===== config.mk =====
export PLATFORM = sky130hd
export DESIGN_NAME = text_console_cursor_control
export DESIGN_NICKNAME = d
export VERILOG_FILES = /design/src/rtl/core/txcon_pkg.sv /design/src/rtl/core/text_console_cursor_control.sv
export SDC_FILE = /design/constraint.sdc
export NUM_CORES = 1
export LEC_CHECK = 0
export BUFFER_PORTS_ARGS = -buffer_cell sky130_fd_sc_hd__buf_2
export CORE_ASPECT_RATIO = 0.9
export CORE_UTILIZATION = 55
export DETAILED_ROUTE_END_ITERATION = 8
export PLACE_DENSITY = 0.86
export SLEW_MARGIN = 20
export SYNTH_ARGS = -nofsm -noshare
export SYNTH_HDL_FRONTEND = slang
export SYNTH_SLANG_ARGS = --single-unit

===== constraint.sdc =====
create_clock -name clk_i -period 10.8 [get_ports clk_i]
set_clock_uncertainty 0.15 [all_clocks]
set_input_delay 1.08 -clock clk_i [delete_from_list [all_inputs] [get_ports clk_i]]
set_output_delay 1.08 -clock clk_i [all_outputs]
set_load 0.01 [all_outputs]

===== src/rtl/core/txcon_pkg.sv =====
// Shared types and constants for the text console cursor control block.
// No dependencies.
package txcon_pkg;

  // Character codes with a special meaning
  localparam logic [7:0] CODE_BACKSPACE = 8'd8;
  localparam logic [7:0] CODE_TAB       = 8'd9;
  localparam logic [7:0] CODE_NEWLINE   = 8'd10;
  localparam logic [7:0] CODE_SPACE     = 8'd32;

  // Configuration register indexes
  localparam logic [7:0] CFG_COLUMN_COUNT = 8'd0;
  localparam logic [7:0] CFG_ROW_COUNT    = 8'd1;

  // Register reset values
  localparam logic [7:0] COLUMN_COUNT_RST = 8'd180;
  localparam logic [7:0] ROW_COUNT_RST    = 8'd61;

  // Stream payload widths
  localparam int unsigned IN_DATA_W  = 72;
  localparam int unsigned OUT_DATA_W = 88;

  // Cursor position on the text grid
  typedef struct packed {
    logic [7:0] col;
    logic [7:0] row;
  } cursor_t;

endpackage


===== src/rtl/core/text_console_cursor_control.sv =====
// Text console cursor control: top level.
// Tracks the cursor and turns characters into cell writes. Uses txcon_pkg.
//
// Usage:
//   s_axis: one character per transaction. tdata = {bg_color, fg_color, char_code}.
//   m_axis: one cell write per transaction, tlast marks the final cell of a character.
//   cfg:    register writes (index 0 column_count, index 1 row_count), always ready;
//           write only while the block is idle. A count of 0 acts as 1.
// Path: a character waits in the input register, is loaded into the emit sequencer
//   and has its first cell write registered in the output register.
// Throughput: one cell write per cycle from the emit sequencer, unless stalled.
//   A printable character or backspace emits one cell, a tab one space per
//   column up to the next tab stop (up to TAB_STOP), a newline nothing. The
//   next character is loaded in the cycle the previous one emits its final cell.
// Reset: cursor goes to column 0, row 0; registers take 180 columns by 61 rows;
//   input, sequencer and output register are emptied.
// Stall: while m_axis_tready is low the output register holds its cell, the
//   sequencer waits and one further character is held in the input register;
//   s_axis_tready drops once that register is full.
module text_console_cursor_control
  import txcon_pkg::*;
#(
  parameter int unsigned TAB_STOP = 8
) (
  input  logic                  clk_i,
  input  logic                  rst_ni,
  // Character input
  input  logic                  s_axis_tvalid,
  output logic                  s_axis_tready,
  // [7:0] char_code, [39:8] fg_color, [71:40] bg_color
  input  logic [IN_DATA_W-1:0]  s_axis_tdata,
  // Cell write output
  output logic                  m_axis_tvalid,
  input  logic                  m_axis_tready,
  // [7:0] cell_column, [15:8] cell_row, [23:16] glyph_code,
  // [55:24] draw_fg, [87:56] draw_bg
  output logic [OUT_DATA_W-1:0] m_axis_tdata,
  output logic                  m_axis_tlast,   // last_cell
  // Configuration write channel
  input  logic                  cfg_valid_i,
  output logic                  cfg_ready_o,
  input  logic [7:0]            cfg_index_i,
  input  logic [7:0]            cfg_data_i
);

  localparam int unsigned RW = $clog2(TAB_STOP + 1);

  // Tab length: spaces to the next tab stop, a constant table over all columns
  function automatic logic [RW-1:0] tab_len(logic [7:0] col);
    logic [RW-1:0] len;
    int unsigned   r;
    len = '0;
    r   = 0;
    for (int unsigned i = 0; i < 256; i++) begin
      if (col == 8'(i)) begin
        len = RW'(TAB_STOP - r);
      end
      r = (r == TAB_STOP - 1) ? 0 : r + 1;
    end
    return len;
  endfunction

  // Configuration registers
  logic [7:0] col_cnt_q, row_cnt_q;
  logic [7:0] cols_eff, rows_eff;

  // Input register
  logic                 in_valid_q;
  logic [7:0]           in_code_q;
  logic [31:0]          in_fg_q, in_bg_q;

  // Emit sequencer
  logic                 busy_q, busy_d;
  logic [RW-1:0]        rem_q, rem_d;
  logic                 adv_q, adv_d;
  logic [7:0]           glyph_q, glyph_d;
  logic [31:0]          job_fg_q, job_bg_q;

  // Cursor
  cursor_t              cur_q, cur_d;

  // Output register
  logic                 out_valid_q;
  logic [7:0]           out_col_q, out_row_q, out_glyph_q;
  logic [31:0]          out_fg_q, out_bg_q;
  logic                 out_last_q;

  logic    emit, job_done, load, accept;
  cursor_t cur_a, cur_w, cur_l;

  assign cfg_ready_o = 1'b1;
  assign cols_eff    = (col_cnt_q == 8'd0) ? 8'd1 : col_cnt_q;
  assign rows_eff    = (row_cnt_q == 8'd0) ? 8'd1 : row_cnt_q;

  // Column overflow to next row, then row overflow to row 0
  function automatic cursor_t wrap_pos(cursor_t p, logic [7:0] cols, logic [7:0] rows);
    cursor_t w;
    w = p;
    if (w.col >= cols) begin
      w.col = 8'd0;
      w.row = w.row + 8'd1;
    end
    if (w.row >= rows) begin
      w.row = 8'd0;
    end
    return w;
  endfunction

  // Handshake and sequencing
  assign emit          = busy_q && (!out_valid_q || m_axis_tready);
  assign job_done      = !busy_q || (emit && (rem_q == RW'(1)));
  assign load          = in_valid_q && job_done;
  assign s_axis_tready = !in_valid_q || load;
  assign accept        = s_axis_tvalid && s_axis_tready;

  // Cursor after this cycle's emit, then the start-of-character wrap
  always_comb begin
    cur_a = cur_q;
    if (emit && adv_q) begin
      cur_a = wrap_pos('{col: cur_q.col + 8'd1, row: cur_q.row}, cols_eff, rows_eff);
    end
    cur_w = wrap_pos(cur_a, cols_eff, rows_eff);
  end

  // Decode of the character in the input register
  always_comb begin
    cur_l   = cur_w;
    busy_d  = 1'b1;
    rem_d   = RW'(1);
    adv_d   = 1'b1;
    glyph_d = in_code_q;
    case (in_code_q)
      CODE_NEWLINE: begin
        busy_d = 1'b0;
        cur_l  = wrap_pos('{col: 8'd0, row: cur_w.row + 8'd1}, cols_eff, rows_eff);
      end
      CODE_BACKSPACE: begin
        adv_d   = 1'b0;
        glyph_d = CODE_SPACE;
        if (cur_w.col == 8'd0) begin
          cur_l.col = cols_eff - 8'd1;
          cur_l.row = (cur_w.row == 8'd0) ? rows_eff - 8'd1 : cur_w.row - 8'd1;
        end else begin
          cur_l.col = cur_w.col - 8'd1;
        end
      end
      CODE_TAB: begin
        glyph_d = CODE_SPACE;
        rem_d   = tab_len(cur_w.col);
      end
      default: begin
        glyph_d = in_code_q;
      end
    endcase
  end

  assign cur_d = load ? cur_l : cur_a;

  // Configuration registers
  always_ff @(posedge clk_i or negedge rst_ni) begin
    if (!rst_ni) begin
      col_cnt_q <= COLUMN_COUNT_RST;
      row_cnt_q <= ROW_COUNT_RST;
    end else if (cfg_valid_i) begin
      if (cfg_index_i == CFG_COLUMN_COUNT) begin
        col_cnt_q <= cfg_data_i;
      end else if (cfg_index_i == CFG_ROW_COUNT) begin
        row_cnt_q <= cfg_data_i;
      end
    end
  end

  // Input register
  always_ff @(posedge clk_i or negedge rst_ni) begin
    if (!rst_ni) begin
      in_valid_q <= 1'b0;
    end else if (accept) begin
      in_valid_q <= 1'b1;
    end else if (load) begin
      in_valid_q <= 1'b0;
    end
  end

  always_ff @(posedge clk_i) begin
    if (accept) begin
      in_code_q <= s_axis_tdata[7:0];
      in_fg_q   <= s_axis_tdata[39:8];
      in_bg_q   <= s_axis_tdata[71:40];
    end
  end

  // Cursor and sequencer control
  always_ff @(posedge clk_i or negedge rst_ni) begin
    if (!rst_ni) begin
      cur_q  <= '0;
      busy_q <= 1'b0;
      rem_q  <= '0;
    end else begin
      cur_q <= cur_d;
      if (load) begin
        busy_q <= busy_d;
        rem_q  <= rem_d;
      end else if (emit) begin
        busy_q <= (rem_q != RW'(1));
        rem_q  <= rem_q - RW'(1);
      end
    end
  end

  // Sequencer payload
  always_ff @(posedge clk_i) begin
    if (load) begin
      adv_q    <= adv_d;
      glyph_q  <= glyph_d;
      job_fg_q <= in_fg_q;
      job_bg_q <= in_bg_q;
    end
  end

  // Output register
  always_ff @(posedge clk_i or negedge rst_ni) begin
    if (!rst_ni) begin
      out_valid_q <= 1'b0;
    end else if (emit) begin
      out_valid_q <= 1'b1;
    end else if (m_axis_tready) begin
      out_valid_q <= 1'b0;
    end
  end

  always_ff @(posedge clk_i) begin
    if (emit) begin
      out_col_q   <= cur_q.col;
      out_row_q   <= cur_q.row;
      out_glyph_q <= glyph_q;
      out_fg_q    <= job_fg_q;
      out_bg_q    <= job_bg_q;
      out_last_q  <= (rem_q == RW'(1));
    end
  end

  assign m_axis_tvalid = out_valid_q;
  assign m_axis_tlast  = out_last_q;
  assign m_axis_tdata  = {out_bg_q, out_fg_q, out_glyph_q, out_row_q, out_col_q};

endmodule

==> results.py <==
metrics = {
    "run_status": {
        "status": "completed",
    },
    "timing": {
        "setup_viol": 0,
        "period_share_pct": 92.9,
        "min_period_ps": 10040,
        "hold_viol": 0,
        "fin_tns_setup_ps": 0,
        "drv_slew": 0,
        "grt_setup_unrepaired": "false",
        "worst_pin_slew_ps": 1060,
        "maxSlewHeadroom_pct": 29.5,
        "fmax_mhz": 99.6,
    },
    "yosys": {
        "syn_area_um2": 14000,
        "yosys_register_bits": 273,
        "ys.flop_type": "edfxtp_1",
        "ys_warn_count": 0,
        "yosysUniqueCellTypes": 95,
        "mappedNetlistNets": 1379,
        "netlist_instances": 1230,
        "ys_async_sr_fraction_pct": 14.3,
        "synth-edff-count": 234,
        "synth_area_per_cell_um2": 11.4,
        "synth_seq_area_share_pct": 57.2,
    },
    "job": {
        "drv_cap": 0,
    },
    "floorplanning": {
        "die_area_um2": 26100,
        "die_x_um": 170,
        "row_count": 55,
        "die_y_um": 153,
        "io_pins": 185,
        "coreArea_um2": 25000,
        "start_util_pct": 55.9,
    },
    "place": {
        "post-place-cells": 1718,
        "placed_cell_area_um2": 15300,
        "place_congestion": 0.998,
        "port_buffers": 183,
        "dp_hpwl_mm": 29.9,
    },
    "grt": {
        "grtUsageMet1_pct": 42.1,
        "grt_use_met2_pct": 52.0,
        "grt_overflow": 0,
        "grt_pass1_wl_mm": 62.9,
        "busiest_layer": "met2",
        "antenna_found_initial": 3,
        "grt_pass1_vias": 10758,
        "track_usage_pct": 31.8,
        "met3_usage_pct": 5.44,
        "grt_max_degree": 83,
    },
    "route": {
        "routed_wl_mm": 41.6,
        "drc": 0,
        "drt_iter0_markers": 1684,
        "postRouteAntennaNets": 0,
        "wire_per_inst_um": 23.5,
        "vias_per_cell": 6.44,
        "num_vias": 11378,
        "drtPass1Iterations": 7,
    },
    "worst_setup_path": {
        "r2r-start": "cur_q[9]$_DFF_PN0_",
        "cp.buffers_inverters": 4,
        "cp_slowest_stage_delay_ps": 540,
        "r2r_setup_slack_ps": 760,
        "crit_slowest_cell": "a2111oi_1",
        "critical_path_required_ps": 11090,
        "worstSetupStartpointType": "register",
        "cp_top_family": "compound AO/OA/AOI/OAI gates",
        "crit_path_max_fanout": 11,
        "end_kind": "register",
        "path_class": "reg -> reg",
        "startpoint": "cur_q[9]$_DFF_PN0_",
        "arrival_ps": 10330,
        "crit_top_cell": "ha_1",
    },
    "cts": {
        "cts_root_buf": "clkbuf_16",
        "cts_tree": "yes",
        "clk_latency_ps": 540,
        "numCtsBuffers": 26,
        "postCtsHoldBufs": 0,
        "clk_pin_slew_ps": 70,
        "htreeDepth": 1,
        "clockBufferDepth": 3,
        "cts_sinks": 273,
    },
    "cells_and_area": {
        "drive_above_1_share_pct": 21.5,
        "final_cell_mix": "edfxtp_1 (234), buf_2 (183), nand2_1 (101), o21ai_0 (89), nor2_1 (87)",
        "fin_cells": 1768,
        "final_area_um2": 16100,
        "area_growth_pct": 15.2,
        "finalNetCount": 1553,
        "final_common_cell": "edfxtp_1",
    },
    "power": {
        "p_per_area_nw_per_um2": 269,
        "total_power_uw": 4340,
        "ir_drop_mv": 0.153,
        "cellLeakagePower_uw": 0.00609,
    },
    "hold_path": {
        "min_from": "job_fg_q[9]$_DFFE_PP_",
        "worstHoldPathType": "reg -> reg",
    },
}
==> worst reg2reg max path: cells and delay by family, from the launching register on <==
kind,cells,cell delay [ps]
and+or+nand+nor,14,2080
xor gates and xnor gates,4,920
AOI/OAI and AO/OA,16,3570
buffers and inverters,4,740
DFF,1,490
adders and majority gates,7,1980
==> layer usage <==
metal	vias to the layer above	part of all wire, %
met3	152	11
li1	5047	-
met4	2	4.4
met5	-	0.031
met1	5371	38
met2	806	47
==> worst paths after layout <==
| path | endpoint | cells past startpoint |
|---|---|---|
| setup / recovery | cur_q[0]$_DFF_PN0_ | 45 |
| hold / removal | out_fg_q[9]$_DFFE_PP_ | 0 |
| setup reg to reg | cur_q[0]$_DFF_PN0_ | 45 |
| hold reg to reg | out_fg_q[9]$_DFFE_PP_ | 0 |
| max in group asynchronous | cur_q[8]$_DFF_PN0_ | 1 |
| min in group asynchronous | col_cnt_q[0]$_DFFE_PN0P_ | 1 |
==> flip-flops by register name, summed over array words and instances, names as in the netlist, 16 cells and up <==
register,count
out_bg_q,32
job_fg_q,32
in_fg_q,32
in_bg_q,32
cur_q,16
out_fg_q,32
job_bg_q,32
==> stage by stage <==
step	hold WS (ps)	worst slack [ps]	utilization [%]
floorplan	250	1680	-
detailed placement	255	592	60.9
global route	265	8.53	64.4
CTS	266	495	64.2
global placement	250	1000	60.9
finish	261	763	64.4
==> cells by family after synthesis <==
logic type	Yosys count	share of synthesized area, %
adders and majority gates	56	5.00
and+or+nand+nor	382	13.7
buffers and inverters	97	2.80
AOI/OAI and AO/OA	368	17.6
muxes	13	1.10
xor gates and xnor gates	40	2.55
other	1	0.0268
DFF	273	57.2
==> timing repair <==
action / in CTS / in global routing
endpoints found under the setup margin: 0 / 8
endpoints found under the hold margin: 0 / 0
setup buffers: 0 / 0
resized for setup: 0 / 9
==> final cells by class <==
class / instances / area, um2
antenna: 2 / 5.00
inverter: 42 / 159
sequential: 273 / 8020
multi-input combinational: 860 / 5650
clock buffer: 28 / 658
timing repair buffer: 201 / 1050
fill: 1883 / 8910
clock inverter: 20 / 170
tap: 342 / 428
==> cells in the mapped netlist (14+ instances only) <==
master	number	area, um2
inv_1	41	154
a21oi_1	83	415
nand2_1	101	379
a31oi_1	15	93.8
nand2b_1	21	131
clkbuf_1	43	161
and3_1	20	125
o22ai_1	24	150
a211oi_1	14	105
nor2_1	87	327
ha_1	56	701
o21ai_0	89	445
dfrtp_1	30	751
and2_1	17	106
xnor2_1	33	289
nor3_1	27	135
nand3_1	44	220
edfxtp_1	234	7030
==> where the power goes <==
part,total (uW),internal (uW),switching [uW]
registers,1460,1330,129
logic,1990,693,1300
clock network,884,493,391
total,4340,2520,1820
(Power assumes the default switching activity.)
